File: config.mk
export PLATFORM = sky130hd
export DESIGN_NAME = framed_command_parser
export DESIGN_NICKNAME = d
export VERILOG_FILES = /design/src/design/fcp_pkg.sv /design/src/design/framed_command_parser.sv /design/src/design/fcp_csr.sv /design/src/design/fcp_parse.sv
export VERILOG_INCLUDE_DIRS = /design/src /design/src/design
export SDC_FILE = /design/constraint.sdc
export NUM_CORES = 1
export LEC_CHECK = 0
export BUFFER_PORTS_ARGS = -buffer_cell sky130_fd_sc_hd__buf_2
export CORE_ASPECT_RATIO = 2
export CORE_MARGIN = 3
export CORE_UTILIZATION = 65
export CTS_BUF_LIST = sky130_fd_sc_hd__clkbuf_8
export DETAILED_ROUTE_END_ITERATION = 16
export GPL_ROUTABILITY_DRIVEN = 1
export GPL_TIMING_DRIVEN = 0
export PLACE_DENSITY = 0.89
export SYNTH_ARGS = -nofsm -noshare
export SYNTH_HDL_FRONTEND = slang
export SYNTH_HIERARCHICAL = 1
export SYNTH_SLANG_ARGS = --single-unit
export TNS_END_PERCENT = 5
File: constraint.sdc
create_clock -name clock -period 6.59 [get_ports clock]
set_input_delay 0.3295 -clock clock [delete_from_list [all_inputs] [get_ports clock]]
set_output_delay 0.3295 -clock clock [all_outputs]
set_load 0.01 [all_outputs]
File: src/design/framed_command_parser_assert.svh
// Assertion macros shared by the parser modules.
`ifndef FRAMED_COMMAND_PARSER_ASSERT_SVH
`define FRAMED_COMMAND_PARSER_ASSERT_SVH

// A property that must hold at every clock edge outside of reset.
`define FCP_ASSERT(label, clk, rst, prop) \
   label: assert property (@(posedge clk) disable iff (rst) (prop)) \
      else $error("framed_command_parser: assertion failed");

// A condition that must never be true outside of reset.
`define FCP_NEVER(label, clk, rst, cond) \
   label: assert property (@(posedge clk) disable iff (rst) !(cond)) \
      else $error("framed_command_parser: forbidden condition seen");

`endif

File: src/design/fcp_pkg.sv
package fcp_pkg;

   localparam int NODE_MAX_BYTES_DEFAULT   = 8;
   localparam int PARAM_INDEX_BITS_DEFAULT = 8;

   localparam int SYMBOL_W = 8;
   localparam int LEN_W    = 4;
   localparam int CSR_IDX_W  = 3;
   localparam int CSR_DATA_W = 64;

   localparam logic [SYMBOL_W-1:0] NEWLINE_BYTE = 8'd10;

   // Register indexes of the configuration port.
   localparam logic [CSR_IDX_W-1:0] REG_START_CHAR        = 3'd0;
   localparam logic [CSR_IDX_W-1:0] REG_HEADER_OPEN_CHAR  = 3'd1;
   localparam logic [CSR_IDX_W-1:0] REG_HEADER_CLOSE_CHAR = 3'd2;
   localparam logic [CSR_IDX_W-1:0] REG_PARAMS_OPEN_CHAR  = 3'd3;
   localparam logic [CSR_IDX_W-1:0] REG_PARAMS_CLOSE_CHAR = 3'd4;
   localparam logic [CSR_IDX_W-1:0] REG_SPLIT_CHAR        = 3'd5;
   localparam logic [CSR_IDX_W-1:0] REG_OWN_NODE_NAME     = 3'd6;
   localparam logic [CSR_IDX_W-1:0] REG_OWN_NODE_LEN      = 3'd7;

   localparam logic [SYMBOL_W-1:0] RST_START_CHAR        = 8'd36;
   localparam logic [SYMBOL_W-1:0] RST_HEADER_OPEN_CHAR  = 8'd60;
   localparam logic [SYMBOL_W-1:0] RST_HEADER_CLOSE_CHAR = 8'd62;
   localparam logic [SYMBOL_W-1:0] RST_PARAMS_OPEN_CHAR  = 8'd40;
   localparam logic [SYMBOL_W-1:0] RST_PARAMS_CLOSE_CHAR = 8'd41;
   localparam logic [SYMBOL_W-1:0] RST_SPLIT_CHAR        = 8'd58;
   localparam logic [LEN_W-1:0]    RST_OWN_NODE_LEN      = 4'd0;

   localparam logic [1:0] ST_NOT_READY  = 2'd0;
   localparam logic [1:0] ST_READY      = 2'd1;
   localparam logic [1:0] ST_NOT_FOR_ME = 2'd2;
   localparam logic [1:0] ST_FORMAT     = 2'd3;

   localparam logic [1:0] KIND_NODE    = 2'd0;
   localparam logic [1:0] KIND_COMMAND = 2'd1;
   localparam logic [1:0] KIND_PARAM   = 2'd2;

   localparam logic [1:0] SPLIT_SAT = 2'd2;

   typedef struct packed {
      logic [SYMBOL_W-1:0] start_char;
      logic [SYMBOL_W-1:0] header_open_char;
      logic [SYMBOL_W-1:0] header_close_char;
      logic [SYMBOL_W-1:0] params_open_char;
      logic [SYMBOL_W-1:0] params_close_char;
      logic [SYMBOL_W-1:0] split_char;
      logic [LEN_W-1:0]    own_node_len;
   } cfg_type;

   typedef struct packed {
      logic [1:0]          status;
      logic                payload_valid;
      logic [1:0]          payload_kind;
      logic [7:0]          param_index;
      logic                param_begin;
      logic [SYMBOL_W-1:0] payload_byte;
   } rsp_type;

endpackage

File: src/design/framed_command_parser.sv
// Channel   Dir  Handshake             Payload
// req_      in   req_tvalid/tready     tdata: symbol
// rsp_      out  rsp_tvalid/tready     tdata: status, param_index, payload_byte
//                                      tuser: payload_valid, payload_kind, param_begin
// csr_      in   csr_valid/csr_ready   csr_index, csr_data
//
// One byte per cycle sustained while the result is taken; an accepted byte waits in the input
// register, then the parse logic writes its result into the result register.
// The per-byte latency is set by those two registers; the parse state updates once per byte.
// Reset is synchronous and clears the frame state and loads the default delimiters.
// A stalled result holds the parse stage; the input register still takes a byte if it is empty.
module framed_command_parser import fcp_pkg::*; #(
   parameter int NODE_MAX_BYTES   = NODE_MAX_BYTES_DEFAULT,
   parameter int PARAM_INDEX_BITS = PARAM_INDEX_BITS_DEFAULT
) (
   input  logic                  clock,
   input  logic                  reset,
   input  logic                  req_tvalid,
   output logic                  req_tready,
   input  logic [7:0]            req_tdata,   // [7:0] symbol
   output logic                  rsp_tvalid,
   input  logic                  rsp_tready,
   output logic [23:0]           rsp_tdata,   // [1:0] status, [9:2] param_index,
                                              // [17:10] payload_byte, [23:18] zero
   output logic [3:0]            rsp_tuser,   // [0] payload_valid, [2:1] payload_kind,
                                              // [3] param_begin
   input  logic                  csr_valid,
   output logic                  csr_ready,
   input  logic [CSR_IDX_W-1:0]  csr_index,
   input  logic [CSR_DATA_W-1:0] csr_data
);

`include "framed_command_parser_assert.svh"

   cfg_type                     cfg;
   logic [8*NODE_MAX_BYTES-1:0] own_name;
   rsp_type                     parse_rsp;

   logic                in_valid_ff, in_valid_in;
   logic [SYMBOL_W-1:0] in_symbol_ff, in_symbol_in;
   logic                rsp_valid_ff, rsp_valid_in;
   rsp_type             rsp_ff, rsp_in;
   logic                advance;
   logic                req_fire;

   assign advance    = in_valid_ff && (!rsp_valid_ff || rsp_tready);
   assign req_tready = !in_valid_ff || advance;
   assign req_fire   = req_tvalid && req_tready;

   fcp_csr #(
      .NODE_MAX_BYTES(NODE_MAX_BYTES)
   ) u_csr (
      .clock    (clock),
      .reset    (reset),
      .csr_valid(csr_valid),
      .csr_ready(csr_ready),
      .csr_index(csr_index),
      .csr_data (csr_data),
      .cfg      (cfg),
      .own_name (own_name)
   );

   fcp_parse #(
      .NODE_MAX_BYTES  (NODE_MAX_BYTES),
      .PARAM_INDEX_BITS(PARAM_INDEX_BITS)
   ) u_parse (
      .clock   (clock),
      .reset   (reset),
      .fire    (advance),
      .symbol  (in_symbol_ff),
      .cfg     (cfg),
      .own_name(own_name),
      .rsp     (parse_rsp)
   );

   always_comb begin
      in_valid_in  = in_valid_ff;
      in_symbol_in = in_symbol_ff;
      rsp_valid_in = rsp_valid_ff;
      rsp_in       = rsp_ff;
      if (advance) begin
         in_valid_in = 1'b0;
      end
      if (req_fire) begin
         in_valid_in  = 1'b1;
         in_symbol_in = req_tdata;
      end
      if (rsp_tready) begin
         rsp_valid_in = 1'b0;
      end
      if (advance) begin
         rsp_valid_in = 1'b1;
         rsp_in       = parse_rsp;
      end
   end

   always_ff @(posedge clock) begin
      if (reset) begin
         in_valid_ff  <= 1'b0;
         rsp_valid_ff <= 1'b0;
      end else begin
         in_valid_ff  <= in_valid_in;
         rsp_valid_ff <= rsp_valid_in;
      end
      in_symbol_ff <= in_symbol_in;
      rsp_ff       <= rsp_in;
   end

   assign rsp_tvalid = rsp_valid_ff;
   assign rsp_tdata  = {6'd0, rsp_ff.payload_byte, rsp_ff.param_index, rsp_ff.status};
   assign rsp_tuser  = {rsp_ff.param_begin, rsp_ff.payload_kind, rsp_ff.payload_valid};

   `FCP_NEVER(a_no_overrun, clock, reset, req_fire && in_valid_ff && !advance)
   `FCP_ASSERT(a_adv_shows, clock, reset, advance |=> rsp_tvalid)

endmodule

File: src/design/fcp_csr.sv
module fcp_csr import fcp_pkg::*; #(
   parameter int NODE_MAX_BYTES = NODE_MAX_BYTES_DEFAULT
) (
   input  logic                        clock,
   input  logic                        reset,
   input  logic                        csr_valid,
   output logic                        csr_ready,
   input  logic [CSR_IDX_W-1:0]        csr_index,
   input  logic [CSR_DATA_W-1:0]       csr_data,
   output cfg_type                     cfg,
   output logic [8*NODE_MAX_BYTES-1:0] own_name
);

   localparam int NameW = 8 * NODE_MAX_BYTES;

   cfg_type          cfg_ff, cfg_in;
   logic [NameW-1:0] name_ff, name_in;

   assign csr_ready = 1'b1;
   assign cfg       = cfg_ff;
   assign own_name  = name_ff;

   always_comb begin
      cfg_in  = cfg_ff;
      name_in = name_ff;
      if (csr_valid) begin
         case (csr_index)
            REG_START_CHAR:        cfg_in.start_char        = csr_data[SYMBOL_W-1:0];
            REG_HEADER_OPEN_CHAR:  cfg_in.header_open_char  = csr_data[SYMBOL_W-1:0];
            REG_HEADER_CLOSE_CHAR: cfg_in.header_close_char = csr_data[SYMBOL_W-1:0];
            REG_PARAMS_OPEN_CHAR:  cfg_in.params_open_char  = csr_data[SYMBOL_W-1:0];
            REG_PARAMS_CLOSE_CHAR: cfg_in.params_close_char = csr_data[SYMBOL_W-1:0];
            REG_SPLIT_CHAR:        cfg_in.split_char        = csr_data[SYMBOL_W-1:0];
            // Only the bytes that the name store can hold are kept.
            REG_OWN_NODE_NAME:     name_in                  = csr_data[NameW-1:0];
            REG_OWN_NODE_LEN:      cfg_in.own_node_len      = csr_data[LEN_W-1:0];
            default:               cfg_in                   = cfg_ff;
         endcase
      end
   end

   always_ff @(posedge clock) begin
      if (reset) begin
         cfg_ff.start_char        <= RST_START_CHAR;
         cfg_ff.header_open_char  <= RST_HEADER_OPEN_CHAR;
         cfg_ff.header_close_char <= RST_HEADER_CLOSE_CHAR;
         cfg_ff.params_open_char  <= RST_PARAMS_OPEN_CHAR;
         cfg_ff.params_close_char <= RST_PARAMS_CLOSE_CHAR;
         cfg_ff.split_char        <= RST_SPLIT_CHAR;
         cfg_ff.own_node_len      <= RST_OWN_NODE_LEN;
         name_ff                  <= '0;
      end else begin
         cfg_ff  <= cfg_in;
         name_ff <= name_in;
      end
   end

endmodule

File: src/design/fcp_parse.sv
module fcp_parse import fcp_pkg::*; #(
   parameter int NODE_MAX_BYTES   = NODE_MAX_BYTES_DEFAULT,
   parameter int PARAM_INDEX_BITS = PARAM_INDEX_BITS_DEFAULT
) (
   input  logic                        clock,
   input  logic                        reset,
   input  logic                        fire,
   input  logic [SYMBOL_W-1:0]         symbol,
   input  cfg_type                     cfg,
   input  logic [8*NODE_MAX_BYTES-1:0] own_name,
   output rsp_type                     rsp
);

`include "framed_command_parser_assert.svh"

   localparam int PosW     = $clog2(NODE_MAX_BYTES + 1);
   localparam int SelW     = (NODE_MAX_BYTES > 1) ? $clog2(NODE_MAX_BYTES) : 1;
   localparam int SelDepth = 1 << SelW;
   localparam int CntW     = PARAM_INDEX_BITS + 1;
   localparam int ExtW     = (CntW > 8) ? CntW : 8;
   localparam logic [CntW-1:0] CountLimit = {1'b1, {PARAM_INDEX_BITS{1'b0}}};
   localparam logic [PosW-1:0] PosMax     = PosW'(NODE_MAX_BYTES);

   logic            in_frame_ff, in_frame_in;
   logic            in_header_ff, in_header_in;
   logic            in_params_ff, in_params_in;
   logic [1:0]      split_count_ff, split_count_in;
   logic [PosW-1:0] node_pos_ff, node_pos_in;
   logic            node_mismatch_ff, node_mismatch_in;
   logic [CntW-1:0] param_count_ff, param_count_in;

   logic [SYMBOL_W-1:0] name_bytes [SelDepth];
   logic [SYMBOL_W-1:0] want_byte;
   logic                pos_lt_max;
   logic                name_hit;
   logic [CntW-1:0]     count_inc;
   logic [CntW-1:0]     idx_new;
   logic [CntW-1:0]     idx_cur;
   logic [ExtW-1:0]     idx_new_ext;
   logic [ExtW-1:0]     idx_cur_ext;

   always_comb begin
      for (int i = 0; i < SelDepth; i++) begin
         name_bytes[i] = '0;
      end
      for (int i = 0; i < NODE_MAX_BYTES; i++) begin
         name_bytes[i] = own_name[8*i +: 8];
      end
   end

   assign want_byte  = name_bytes[node_pos_ff[SelW-1:0]];
   assign pos_lt_max = node_pos_ff < PosMax;
   assign name_hit   = pos_lt_max && (LEN_W'(node_pos_ff) < cfg.own_node_len)
                       && (want_byte == symbol);

   // Parameter count saturates one above the largest index.
   assign count_inc   = (param_count_ff < CountLimit) ? param_count_ff + 1'b1
                                                      : param_count_ff;
   assign idx_new     = count_inc - 1'b1;
   assign idx_cur     = (param_count_ff == '0) ? '0 : param_count_ff - 1'b1;
   assign idx_new_ext = ExtW'(idx_new);
   assign idx_cur_ext = ExtW'(idx_cur);

   always_comb begin
      logic err;
      logic drop;
      err              = 1'b0;
      drop             = 1'b0;
      in_frame_in      = in_frame_ff;
      in_header_in     = in_header_ff;
      in_params_in     = in_params_ff;
      split_count_in   = split_count_ff;
      node_pos_in      = node_pos_ff;
      node_mismatch_in = node_mismatch_ff;
      param_count_in   = param_count_ff;
      rsp              = '0;

      if (symbol == NEWLINE_BYTE && in_frame_ff) begin
         err = 1'b1;
      end else if (symbol == cfg.start_char) begin
         if (in_frame_ff) begin
            in_frame_in = 1'b0;
            if (in_params_ff || split_count_ff == 2'd0) begin
               err = 1'b1;
            end else begin
               rsp.status = ST_READY;
            end
         end else begin
            drop        = 1'b1;
            in_frame_in = 1'b1;
         end
      end else if (in_frame_ff) begin
         if (symbol == cfg.header_open_char) begin
            if (in_params_ff) begin
               err = 1'b1;
            end else begin
               in_header_in = 1'b1;
            end
         end else if (symbol == cfg.header_close_char) begin
            if (!in_header_ff || split_count_ff != 2'd1) begin
               err = 1'b1;
            end else begin
               in_header_in = 1'b0;
            end
         end else if (symbol == cfg.params_open_char) begin
            if (in_header_ff) begin
               err = 1'b1;
            end else begin
               in_params_in     = 1'b1;
               param_count_in   = count_inc;
               rsp.param_begin  = 1'b1;
               rsp.payload_kind = KIND_PARAM;
               rsp.param_index  = idx_new_ext[7:0];
            end
         end else if (symbol == cfg.params_close_char) begin
            if (!in_params_ff) begin
               err = 1'b1;
            end else begin
               in_params_in = 1'b0;
            end
         end else if (symbol == cfg.split_char) begin
            if (split_count_ff < SPLIT_SAT) begin
               split_count_in = split_count_ff + 2'd1;
            end
            if (in_params_ff) begin
               param_count_in   = count_inc;
               rsp.param_begin  = 1'b1;
               rsp.payload_kind = KIND_PARAM;
               rsp.param_index  = idx_new_ext[7:0];
            end else if (!in_header_ff) begin
               err = 1'b1;
            end else if (node_mismatch_ff || LEN_W'(node_pos_ff) != cfg.own_node_len) begin
               // The header splitter ends the node name: a frame for another node.
               drop       = 1'b1;
               rsp.status = ST_NOT_FOR_ME;
            end
         end else if (in_header_ff) begin
            rsp.payload_valid = 1'b1;
            rsp.payload_byte  = symbol;
            if (split_count_ff == 2'd0) begin
               rsp.payload_kind = KIND_NODE;
               if (!name_hit) begin
                  node_mismatch_in = 1'b1;
               end
               if (pos_lt_max) begin
                  node_pos_in = node_pos_ff + 1'b1;
               end
            end else begin
               rsp.payload_kind = KIND_COMMAND;
            end
         end else if (in_params_ff) begin
            rsp.payload_valid = 1'b1;
            rsp.payload_byte  = symbol;
            rsp.payload_kind  = KIND_PARAM;
            rsp.param_index   = idx_cur_ext[7:0];
         end
      end

      if (err) begin
         drop       = 1'b1;
         rsp        = '0;
         rsp.status = ST_FORMAT;
      end

      // Dropping a frame clears everything; a start byte then reopens it.
      if (drop) begin
         in_frame_in      = in_frame_in && !err && (rsp.status != ST_NOT_FOR_ME);
         in_header_in     = 1'b0;
         in_params_in     = 1'b0;
         split_count_in   = '0;
         node_pos_in      = '0;
         node_mismatch_in = 1'b0;
         param_count_in   = '0;
      end
   end

   always_ff @(posedge clock) begin
      if (reset) begin
         in_frame_ff      <= 1'b0;
         in_header_ff     <= 1'b0;
         in_params_ff     <= 1'b0;
         split_count_ff   <= '0;
         node_pos_ff      <= '0;
         node_mismatch_ff <= 1'b0;
         param_count_ff   <= '0;
      end else if (fire) begin
         in_frame_ff      <= in_frame_in;
         in_header_ff     <= in_header_in;
         in_params_ff     <= in_params_in;
         split_count_ff   <= split_count_in;
         node_pos_ff      <= node_pos_in;
         node_mismatch_ff <= node_mismatch_in;
         param_count_ff   <= param_count_in;
      end
   end

   `FCP_NEVER(a_split_sat, clock, reset, split_count_ff > SPLIT_SAT)
   `FCP_ASSERT(a_count_sat, clock, reset, param_count_ff <= CountLimit)
   `FCP_ASSERT(a_err_clean, clock, reset,
      (fire && rsp.status == ST_FORMAT) |=> (param_count_ff == '0 && !in_frame_ff))

endmodule
* After elaboration in Yosys (flattened, before gate mapping)
Index checks and enable logic that the tools add are counted.
Storage, ports and cells: bits in registers 167, input bits 80, output and inout bits 31, logic and storage cells 253
Cells by class: add/subtract/negate cells 5, magnitude comparators 5, equality and inequality tests 30, mux-type cells 140, bitwise logic cells 2, reduce and logical (&&, ||, !) cells 47
Operators with widths (number):
- $mux 11 | 12
- $mux 22 | 6
- $mux 9 | 12
- $mux 1 | 69
- $mux 8 | 8
- $eq 8x8->1 | 7
- $mux 4 | 12
- $mux 2 | 16
- $bmux 8 s3 | 1
- $reduce_and 12->1 | 2
- $mux 20 | 1
- $reduce_and 10->1 | 2
- $ne 2x2->1 const B | 9
- $reduce_and 2->1 | 8
- $reduce_bool 2->1 | 8
- $sub 8x1->8 const B | 2
- $eq 3x3->1 const B | 4
- $reduce_bool 3->1 | 4
- $mux 10 | 1
- $add 9x1->9 const B | 1
- $logic_not 9->1 | 1
- $lt 9x9->1 const B | 1
- $reduce_or 9->1 | 1
- $eq 8x4->1 const B | 1
- 23 further kinds | 40

* Longest topological paths before layout
Gate-level depths: netlist of run 1.
depth after elaboration 24, mapped depth 11, gate-level depth less buffers 10

* Hierarchy
The synthesis of run 1 kept the hierarchy.
By module, submodules not included:
- fcp_csr | times used 1, cells an instance 468, area each 4880.9 um2, sequential area each 2322.2 um2
- fcp_parse | times used 1, cells an instance 374, area each 3089.2 um2, sequential area each 380.4 um2
- framed_command_parser | times used 1, cells an instance 47, area each 1053.5 um2, sequential area each 940.9 um2

* Least setup slack after synthesis of run 1
Ideal clock, no wire load.
path type register -> register, start point register u_parse.node_pos_ff[0], end point register u_parse.node_pos_ff[3], library setup time 0.127 ns, arrival 2.326 ns, data required time 6.463 ns, path slack 4.137 ns, cell stages (with the launch flop) 12, path buffers 1, clock period less this slack 2.453 ns, path through dfxtp_1 > clkbuf_1 > inv_2 > ha_1 > nand2_1 > nor3_1 > nor3_1 > nand4_1 > nand3b_1 > nor2_4 > nor2_1 > o22ai_1
Between the ends: longest elaborated chain between the ends 16, elaborated cells between the ends (all ways) 40, those cells by class add/sub (1); order compare (1); eq/ne (8); mux (24); reduce/logical (6)
RTL lines:
- start, declared | RTL line fcp_parse.sv:28 | logic [PosW-1:0] node_pos_ff, node_pos_in;
- start signal, assigned | RTL line fcp_parse.sv:191 | node_pos_ff <= node_pos_in;
- $ne 4x4->1 | RTL line fcp_parse.sv:132 | end else if (node_mismatch_ff || LEN_W'(node_pos_ff) != cfg.own_node_len) begin
- $logic_or 1x1->1 | RTL line fcp_parse.sv:132
- $mux 1 | RTL line fcp_parse.sv:132
- $mux 1 | RTL line fcp_parse.sv:130 | end else if (!in_header_ff) begin
- $mux 1 | RTL line fcp_parse.sv:125 | if (in_params_ff) begin
- $mux 1 | RTL line fcp_parse.sv:121 | end else if (symbol == cfg.split_char) begin
- $mux 1 | RTL line fcp_parse.sv:115 | end else if (symbol == cfg.params_close_char) begin
- $mux 1 | RTL line fcp_parse.sv:105 | end else if (symbol == cfg.params_open_char) begin
- $mux 1 | RTL line fcp_parse.sv:99 | end else if (symbol == cfg.header_close_char) begin
- $mux 1 | RTL line fcp_parse.sv:93 | if (symbol == cfg.header_open_char) begin
- $mux 1 | RTL line fcp_parse.sv:92 | end else if (in_frame_ff) begin
- $mux 1 | RTL line fcp_parse.sv:80 | end else if (symbol == cfg.start_char) begin
- $mux 1 | RTL line fcp_parse.sv:78 | if (symbol == NEWLINE_BYTE && in_frame_ff) begin
- $mux 1 | RTL line fcp_parse.sv:159 | if (err) begin
- $ne 2x2->1 (no source line) or $reduce_bool 2->1 (tied branches)
- $reduce_and 12->1 (no source line)
Several ways; a longest one is shown, not always the timed one. The select of a mux whose other input is x is not followed. A chain may end at the register's enable or synchronous reset.

* Worst setup path in the final report of run 1
start point register in_symbol_ff[6], end point register u_parse.param_count_ff[6]
Between the ends: longest elaborated chain between the ends 12, elaborated cells between the ends (all ways) 42, those cells by class eq/ne (13); mux (24); reduce/logical (5)
RTL lines:
- start, declared | RTL line framed_command_parser.sv:40 | logic [SYMBOL_W-1:0] in_symbol_ff, in_symbol_in;
- start signal, assigned | RTL line framed_command_parser.sv:105 | in_symbol_ff <= in_symbol_in;
- $eq 8x8->1 | RTL line fcp_parse.sv:121
- $mux 1 | RTL line fcp_parse.sv:121
- $mux 1 | RTL line fcp_parse.sv:115
- $mux 1 | RTL line fcp_parse.sv:105
- $mux 1 | RTL line fcp_parse.sv:99
- $mux 1 | RTL line fcp_parse.sv:93
- $mux 1 | RTL line fcp_parse.sv:92
- $mux 1 | RTL line fcp_parse.sv:80
- $mux 1 | RTL line fcp_parse.sv:78
- $mux 1 | RTL line fcp_parse.sv:159
- $ne 3x3->1 (no source line) (tied with other cells)
- $reduce_and 10->1 (no source line)
- end signal, assigned | RTL line fcp_parse.sv:193 | param_count_ff <= param_count_in;
- end, declared | RTL line fcp_parse.sv:30 | logic [CntW-1:0] param_count_ff, param_count_in;
Several ways; a longest one is shown, not always the timed one. The select of a mux whose other input is x is not followed.

==> results.toml, run 1 <==
[synthesis]
synth_edf_count = 30
ys_seq_area_share_pct = 40.4
syn_area_mm2 = 0.00902
syn_inst = 889
synth_area_per_cell_um2 = 10.2
yosys_warnings = 6
synth.distinct_cells = 74
async_flop_share_pct = 0
ys_seq_elements = 167
ys.flop_type = "dfxtp_1"

[pwr]
internal-power_mw = 1.51
power.share.sequential_pct = 53.2
vdd_drop_max_v = 0.000167
p_leak_nw = 4.06
netSwitchingFraction_pct = 25.5
clockPowerShare_pct = 36.6
power_switching_uw = 516
pwr_density_cell_mw_per_mm2 = 199
p_comb_share_pct = 10.2

[cts]
cts_buffer_depth = 2
cts_resized = 0
clk_pin_slew_ns = 0.09
cts_tree = "built"
ctsHoldBuffers = 0
postCtsSetupBuffers = 0
h-tree-depth = 4
clock_sinks = 167
cts_buffers = 17
cts_root_buf = "clkbuf_8"
clock_latency_ns = 0.46

[global_routing]
grt_util_all_layers_pct = 29.7
first_global_vias = 7103
antenna_found_initial = 0
grt_max_degree = 24
grt_overflow = 0
grt_pass1_wl_mm = 35.2

[min_path]
hold_class = "primary input to flip-flop"

[critical_path]
crit_fanout = 9
crit_path_end_kind = "flip-flop"
max_stage_delay_ns = 0.51
cp_top_family = "simple AND/OR/NAND/NOR gates"
cp_slowest_cell = "nor3_1"
critPathBufInv = 1
worstSetupStartpointType = "flip-flop"
crit_chain = "buf_4, xor2_1, nor4_1, nand2_1, nor3b_2, a21oi_1, nor3_1, nor3_1, o21bai_1, o22ai_1"
crit_arrival_ns = 3.68
worstSetupPathType = "flip-flop to flip-flop"
cp.required_ns = 6.93
critPathMostFrequentCell = "nor3_1"

[timing]
holdWs_ns = 0.0406
period_share_pct = 50.8
setup_viol = 0
finClkSkew_ns = 0.0138
rsz0062_at_grt = "no"
fin_setup_tns_ns = 0
fmax_mhz = 299
slew_violations = 0
worstMarginPinSlew_ns = 0.920
relSlewSlack_pct = 38.7
hold_violations = 0
fin_crit_ns = 3.35

[drt]
drt-total-wl_mm = 22.2
wl_per_cell_um = 18.7
firstDrtPassIters = 5
drt-vias-per-instance = 5.88
drt_iter0_markers = 389
dr_total_vias = 6964
postRouteAntennaNets = 0
drcViolationCount = 0

[placement]
placed_cells = 1152
dpl_cell_area_mm2 = 0.00975
hpwl_mm = 16.7
gp_congestion = 0.950
io_buffers = 103

[floorplanning]
dieWidth_um = 89.3
core_area_mm2 = 0.0135
ios = 111
std_cell_rows = 60
die_y_um = 173
start_util_pct = 66.8
die_area_mm2 = 0.0154

[layout]
layout_commonest_cell = "nand2b_1"
instances_no_fill = 1184
fin_util_pct = 75.1
final_cell_mix = "nand2b_1 (166), dfxtp_1 (137), mux2i_1 (126)"
area_growth_syn_to_layout_pct = 12.5
fin_area_mm2 = 0.0102
diodes = 0
drive_gt1_share_pct = 19.7
final_nets = 1107

[run]
max-cap-violations = 0

[outcome]
status = "completed"
## through the flow
step / worst slack [ns] / total power [mW]
after floorplan: 4.14 / 1.23
after global placement: 3.39 / 1.30
after detailed placement: 3.38 / 1.30
after CTS: 3.36 / 2.03
after global routing: 3.00 / 2.09
final: 3.24 / 2.02
## flip-flops by register name, summed over array words and instances (netlist names), 2 cells and up
| signal | cells |
|---|---|
| u_parse/param_count_ff | 9 |
| rsp_tdata | 18 |
| u_csr/own_name | 64 |
| u_csr/cfg | 52 |
| u_parse/node_pos_ff | 4 |
| in_symbol_ff | 8 |
| u_parse/split_count_ff | 2 |
| rsp_tuser | 4 |
## final timing paths
kind | startpoint | endpoint | slack (ns) | depth (start not counted)
setup / recovery | in_symbol_ff[6] | u_parse/param_count_ff[6] | 3.24 | 10
hold / removal | req_tdata[6] | in_symbol_ff[6] | 0.04 | 1
hold reg to reg | u_csr/own_name[11] | u_csr/own_name[11] | 0.48 | 2
setup reg to reg | in_symbol_ff[6] | u_parse/param_count_ff[6] | 3.24 | 10
## cell type report
type / count / area, um^2
multi-input cells: 635 / 4940
clock buffers: 18 / 248
flip-flops and latches: 167 / 3640
inverters: 22 / 82.6
fillers: 977 / 3360
well taps: 155 / 194
repair buffers: 103 / 515
clock inverters: 14 / 151
plain buffers: 70 / 373
## Yosys cell counts, types with 8 or more instances
cell type / count / share of area, %
buf_4: 15 / 1.2
nand2b_1: 166 / 12
edfxtp_1: 30 / 10
nor2_1: 57 / 2.4
xnor2_1: 46 / 4.5
nand3_1: 8 / 0.44
and2_1: 8 / 0.55
mux4_2: 16 / 4.0
nor3_1: 12 / 0.67
a31oi_1: 8 / 0.55
a21oi_1: 10 / 0.55
clkbuf_1: 36 / 1.5
ha_1: 11 / 1.5
nor4_1: 8 / 0.55
nand4_1: 12 / 0.83
buf_2: 13 / 0.72
mux2i_1: 126 / 14
xor2_1: 29 / 2.8
nand2_1: 19 / 0.79
inv_1: 21 / 0.87
dfxtp_1: 137 / 30
## kinds of logic after synthesis
| kind of cell | count (synthesis) | share of synthesized area, % |
|---|---|---|
| AO/OA/AOI/OAI | 66 | 5.21 |
| XOR/XNOR | 75 | 7.28 |
| adder cells (fa/ha/maj) | 11 | 1.53 |
| buffers and inverters | 92 | 5.05 |
| flip-flops | 167 | 40.4 |
| multiplexers | 143 | 18.1 |
| other | 2 | 0.0832 |
| AND/OR/NAND/NOR | 333 | 22.4 |
## metal layers
metal | share of wire, % | wire length (um) | vias to the layer above | global-route usage (%)
li1 | - | - | 3306 | -
met2 | 55 | 12200 | 274 | 54.8
met4 | 5.6 | 1240 | 0 | 16.1
met3 | 4.8 | 1070 | 91 | 5.48
met5 | 0 | 0 | - | 0
met1 | 34 | 7610 | 3293 | 29.6
## power by group through the flow
| stage | clock, mW | combinational [mW] | sequential [mW] |
|---|---|---|---|
| floorplan | 0 | 0.132 | 1.10 |
| global placement | 0 | 0.200 | 1.10 |
| detailed placement | 0 | 0.204 | 1.10 |
| CTS | 0.750 | 0.205 | 1.07 |
| global route | 0.792 | 0.222 | 1.08 |
| finish | 0.740 | 0.207 | 1.07 |
Note: power is estimated with default switching activity, not from simulation.
==> inputs of run 2 (changes only) <==
--- a/config.mk
+++ b/config.mk
@@ -9,12 +9,12 @@
 export BUFFER_PORTS_ARGS = -buffer_cell sky130_fd_sc_hd__buf_2
 export CORE_ASPECT_RATIO = 2
 export CORE_MARGIN = 3
-export CORE_UTILIZATION = 65
+export CORE_UTILIZATION = 55
 export CTS_BUF_LIST = sky130_fd_sc_hd__clkbuf_8
 export DETAILED_ROUTE_END_ITERATION = 16
 export GPL_ROUTABILITY_DRIVEN = 1
 export GPL_TIMING_DRIVEN = 0
-export PLACE_DENSITY = 0.89
+export PLACE_DENSITY = 0.8
 export SYNTH_ARGS = -nofsm -noshare
 export SYNTH_HDL_FRONTEND = slang
 export SYNTH_HIERARCHICAL = 1
==> constraint.sdc (replaced) <==
create_clock -name clock -period 2.8 [get_ports clock]
set_input_delay 0.14 -clock clock [delete_from_list [all_inputs] [get_ports clock]]
set_output_delay 0.14 -clock clock [all_outputs]
set_load 0.01 [all_outputs]
==> run 2 against run 1 <==
  * The run now ends with negative setup slack left
  * Final cell count up 11%
  * Sequential power is 140% higher
  * Non-clock buffer count up 82
  * Core utilization is 5.3 points lower
  * Sequential cell count stayed put
  * Sequential share of layout area is 3.2 points lower
  * Critical path type unchanged
==> results.toml, run 2 (synthesized netlist as in run 1, its figures left out) <==
[timing]
fin_crit_ns = 2.80
setup_ws_ns = -0.000383
period_share_pct = 100
worstMarginPinSlew_ns = 0.689
relSlewSlack_pct = 54.1
fin_setup_tns_ns = -0.000383
slew_violations = 0
finClkSkew_ns = 0.0206
hold_violations = 0
setup_viol = 1
rsz0062_at_grt = "yes"
fmax_mhz = 357

[layout]
fin_area_mm2 = 0.0111
diodes = 0
area_growth_syn_to_layout_pct = 23.4
drive_gt1_share_pct = 21.7
n_fill_cell = 1237
final_cell_mix = "nand2b_1 (166), dfxtp_1 (137), mux2i_1 (126)"
final_nets = 1190
layout_commonest_cell = "nand2b_1"
largest_register_ff_count = 64

[global_routing]
antenna_found_initial = 0
grt_util_all_layers_pct = 27.5
grt_overflow = 0
grt_max_degree = 24
first_global_vias = 7474
grt_pass1_wl_mm = 38.0

[cts]
cts_buffer_depth = 2
h-tree-depth = 4
cts_tree = "built"
clk_pin_slew_ns = 0.11
clock_sinks = 167
cts_buffers = 17
cts_root_buf = "clkbuf_8"
clock_latency_ns = 0.46

[placement]
io_buffers = 103
gp_congestion = 0.930
pre_cts_slack_ns = -0.401
hpwl_mm = 16.7
dpl_cell_area_mm2 = 0.00981

[drt]
drt_iter0_markers = 330
postRouteAntennaNets = 0
dr_total_vias = 7280
firstDrtPassIters = 5
wl_per_cell_um = 18.5
drt-total-wl_mm = 24.2
drcViolationCount = 0
drt-vias-per-instance = 5.54

[critical_path]
crit_path_end_kind = "flip-flop"
crit_fanout = 9
cp_slowest_cell = "edfxtp_1"
worstSetupPathType = "flip-flop to flip-flop"
cp.required_ns = 3.19
worstSetupStartpointType = "flip-flop"
max_stage_delay_ns = 0.38
crit_chain = "buf_4, xor2_1, nor4_2, nand2_1, nor3b_4, a21oi_2, nor4_1, nand3b_1, or3_1, a21oi_1"
crit_arrival_ns = 3.19

[floorplanning]
die_area_mm2 = 0.0181
start_util_pct = 56.6
core_area_mm2 = 0.0159
die_y_um = 187
ios = 111
std_cell_rows = 65
dieWidth_um = 96.6

[pwr]
p_leak_nw = 4.44
vdd_drop_max_v = 0.000405
pwr_density_cell_mw_per_mm2 = 428
finalPower_mw = 4.77

[run]
max-cap-violations = 0

[outcome]
status = "complete, but fails checks"
violations = "negative setup slack"

[min_path]
hold_class = "primary input to flip-flop"
-- run 2: cell types whose count changed in the layout (fill, tap and decap cells not counted), sizes merged --
cell	previous run	this run
clkbuf	54	51
inv	27	32
clkinvlp	3	2
dlygate4sd3	0	70
clkinv	4	3
nor2	60	61
buf	137	151
bufinv	2	0
-- run 2: metrics by stage --
| step | hold WS [ns] | cells | utilization (%) |
|---|---|---|---|
| floorplan | 0.202 | 894 | - |
| global placement | 0.317 | 1198 | 61.5 |
| detailed placement | 0.319 | 1198 | 61.5 |
| CTS | 0.00138 | 1300 | 68.5 |
| global route | 0.0216 | 1313 | 69.9 |
| finish | 0.0203 | 1313 | 69.9 |
-- run 2: layout make-up --
class	count	area [um^2]	share of cell area, %
timing repair buffer	185	1310	11.8
buffer	70	388	3.48
tap	201	251	2.26
multi-input combinational	636	5090	45.7
clock buffer	17	234	2.10
inverter	22	82.6	0.742
clock inverter	15	134	1.20
sequential	167	3640	32.7
-- run 2: repair_timing --
action	CTS	global route
hold buffers	70	0
endpoints found under the setup margin	36	37
pin swaps	3	13
buffers inserted	0	12
gates cloned	0	1
endpoints found under the hold margin	69	0
gates resized for setup	13	30
-- run 2: worst max-delay path, delay by kind of cell, from the launching register on --
family	cells	cell delay, ns
simple gates	6	1.68
flops	1	0.38
compound gates	2	0.29
buf+inv	1	0.21
xor+xnor	1	0.18
-- run 2: path summary, 6_finish.rpt --
path,from,to,slack [ns],cells past startpoint
setup / recovery,in_symbol_ff[6],u_parse/param_count_ff[2],-0.0004,10
hold / removal,csr_data[4],u_csr/cfg[40],0.02,3
setup reg to reg,in_symbol_ff[6],u_parse/param_count_ff[2],-0.0004,10
hold reg to reg,u_csr/own_name[10],u_csr/own_name[10],0.48,2
-- run 2: layer usage --
| metal | share of wire (%) | global-route usage, % |
|---|---|---|
| met5 | 0 | 0 |
| met2 | 56 | 51.8 |
| met3 | 3.6 | 4.31 |
| met4 | 5.7 | 14.9 |
| met1 | 35 | 27.3 |
-- run 2: power by group --
part,leakage (nW),switching [mW],internal [mW],total [mW]
Clock,0.187,0.995,0.652,1.65
Sequential,1.40,0.0295,2.50,2.53
Combinational,2.85,0.300,0.289,0.589
==> inputs of run 3 (changes only) <==
--- a/config.mk
+++ b/config.mk
@@ -14,6 +14,7 @@
 export DETAILED_ROUTE_END_ITERATION = 16
 export GPL_ROUTABILITY_DRIVEN = 1
 export GPL_TIMING_DRIVEN = 0
+export MAX_ROUTING_LAYER = met4
 export PLACE_DENSITY = 0.8
 export SYNTH_ARGS = -nofsm -noshare
 export SYNTH_HDL_FRONTEND = slang
==> run 3 against run 2 <==
  * Power about the same
  * Clock power about the same
  * Final cell count increased by 0.15%
  * Register-to-register slack about the same
  * Via count decreased by 0.27%
  * Die area unchanged
  * Sequential share of layout area about the same
  * Global-route usage increased by 0.83 points
  * Combinational power about the same
  * Clock skew decreased by 0.0020 ns
  * Wire length about the same
  * Non-clock buffer count increased by 2
  * Largest power group unchanged
  * The flow still finishes with violations (negative setup slack)
==> results.toml, run 3 (synthesized netlist as in run 1, its figures left out) <==
[placement]
placed_cells = 1198
io_buffers = 103
hpwl_mm = 16.7
gp_congestion = 0.947
pre_cts_slack_ns = -0.401
dpl_cell_area_mm2 = 0.00981

[layout]
layout_commonest_cell = "nand2b_1"
drive_gt1_share_pct = 21.7
final_nets = 1192
fin_util_pct = 69.9
fin_area_mm2 = 0.0111
diodes = 0
multi_input_area_mm2 = 0.00509
final_cell_mix = "nand2b_1 (166), dfxtp_1 (137), mux2i_1 (126)"
area_growth_syn_to_layout_pct = 23.5
n_fill_cell = 1234
instances_no_fill = 1315
ff_latch_area_mm2 = 0.00364
largest_register_ff_count = 64

[pwr]
finalPower_mw = 4.77
pwr_density_cell_mw_per_mm2 = 428
vdd_drop_max_v = 0.000404
p_leak_nw = 4.45

[timing]
rsz0062_at_grt = "yes"
worstMarginPinSlew_ns = 0.686
fmax_mhz = 355
period_share_pct = 101
hold_violations = 0
setup_viol = 1
slew_violations = 0
fin_crit_ns = 2.81
finClkSkew_ns = 0.0187
relSlewSlack_pct = 54.3
holdWs_ns = 0.0267
fin_setup_tns_ns = -0.0146
setup_ws_ns = -0.0146

[cts]
cts_root_buf = "clkbuf_8"
clk_pin_slew_ns = 0.10
clock_latency_ns = 0.46
cts_buffer_depth = 2
clock_sinks = 167
cts_buffers = 17
cts_tree = "built"
h-tree-depth = 4

[floorplanning]
start_util_pct = 56.6
core_area_mm2 = 0.0159
std_cell_rows = 65
die_y_um = 187
ios = 111
dieWidth_um = 96.6
die_area_mm2 = 0.0181

[min_path]
hold_depth = 3
hold_class = "primary input to flip-flop"
min_from = "csr_data[4]"
hold_end = "u_csr/cfg[32]"

[global_routing]
first_global_vias = 7454
grt_max_degree = 24
antenna_found_initial = 0
grt_pass1_wl_mm = 38.1
grt_util_all_layers_pct = 28.4
grt_overflow = 0

[outcome]
violations = "negative setup slack"
status = "complete, but fails checks"

[drt]
wl_per_cell_um = 18.4
postRouteAntennaNets = 0
drt-vias-per-instance = 5.52
drt_iter0_markers = 313
drt-total-wl_mm = 24.2
dr_total_vias = 7260
drcViolationCount = 0
firstDrtPassIters = 4

[critical_path]
worst_r2r_path_depth = 10
cp.required_ns = 3.18
crit_path_end_kind = "flip-flop"
cp_slowest_cell = "edfxtp_1"
worstSetupPathType = "flip-flop to flip-flop"
worstSetupStartpointType = "flip-flop"
max_stage_delay_ns = 0.40
rr_endpoint = "u_parse/param_count_ff[2]"
r2r_start = "in_symbol_ff[6]"
crit_arrival_ns = 3.20
r2r_setup_slack_ns = -0.01
crit_fanout = 9
crit_chain = "buf_6, xor2_1, nor4_2, nand2_1, nor3b_4, a21oi_2, nor4_1, nand3b_1, or3_1, a21oi_1"

[run]
max-cap-violations = 0
run 3: changes by cell type in the layout (fill, tap and decap cells not counted):
cell      delta
a211oi_1     +1
buf_4        +2
a211oi_2     -1
run 3: worst max-delay path, delay by kind of cell, from the launching register on:
family	cells	cell delay, ns
DFF	1	0.40
xor gates and xnor gates	1	0.17
AOI/OAI and AO/OA	2	0.31
buffers and inverters	1	0.17
and+or+nand+nor	6	1.69
run 3: layout make-up:
cell class	count	share of cell area, %
buffer	70	3.51
sequential	167	32.7
multi-input combinational	636	45.6
inverter	22	0.741
timing repair buffer	187	11.9
tap	201	2.26
clock buffer	17	2.10
clock inverter	15	1.20
run 3: power breakdown:
part           leakage, nW  internal, mW  switching (mW)
clock network        0.187         0.652           0.996
registers             1.40          2.50          0.0295
logic                 2.86         0.290           0.300
run 3: repair_timing:
item	in CTS	in global routing
endpoints found under the hold margin	69	0
gates cloned	0	1
pin swaps	3	13
gates resized for setup	13	29
setup endpoints to repair	36	38
setup buffers	0	14
hold buffers	70	0
run 3: how the worst max path moves through the flow:
stage | startpoint | cells past startpoint | slack [ns] | endpoint
global route | in_symbol_ff[4] | 10 | -0.07 | u_parse/param_count_ff[2]
finish | in_symbol_ff[6] | 10 | -0.01 | u_parse/param_count_ff[2]
global placement | u_parse/node_pos_ff[0] | 11 | -0.37 | u_parse/node_pos_ff[3]
floorplan | u_parse/node_pos_ff[0] | 11 | 0.35 | u_parse/node_pos_ff[3]
detailed placement | u_parse/node_pos_ff[0] | 11 | -0.40 | u_parse/node_pos_ff[3]
CTS | in_symbol_ff[2] | 11 | -0.06 | u_parse/param_count_ff[1]
run 3: layer usage:
layer / global-route usage [%] / vias up / routed length [um] / part of all wire (%)
met2: 51.7 / 235 / 13500 / 56
met4: 14.9 / 0 / 1370 / 5.6
li1: - / 3480 / - / -
met5: - / - / 0 / 0
met1: 27.8 / 3457 / 8570 / 35
met3: 4.03 / 88 / 833 / 3.4
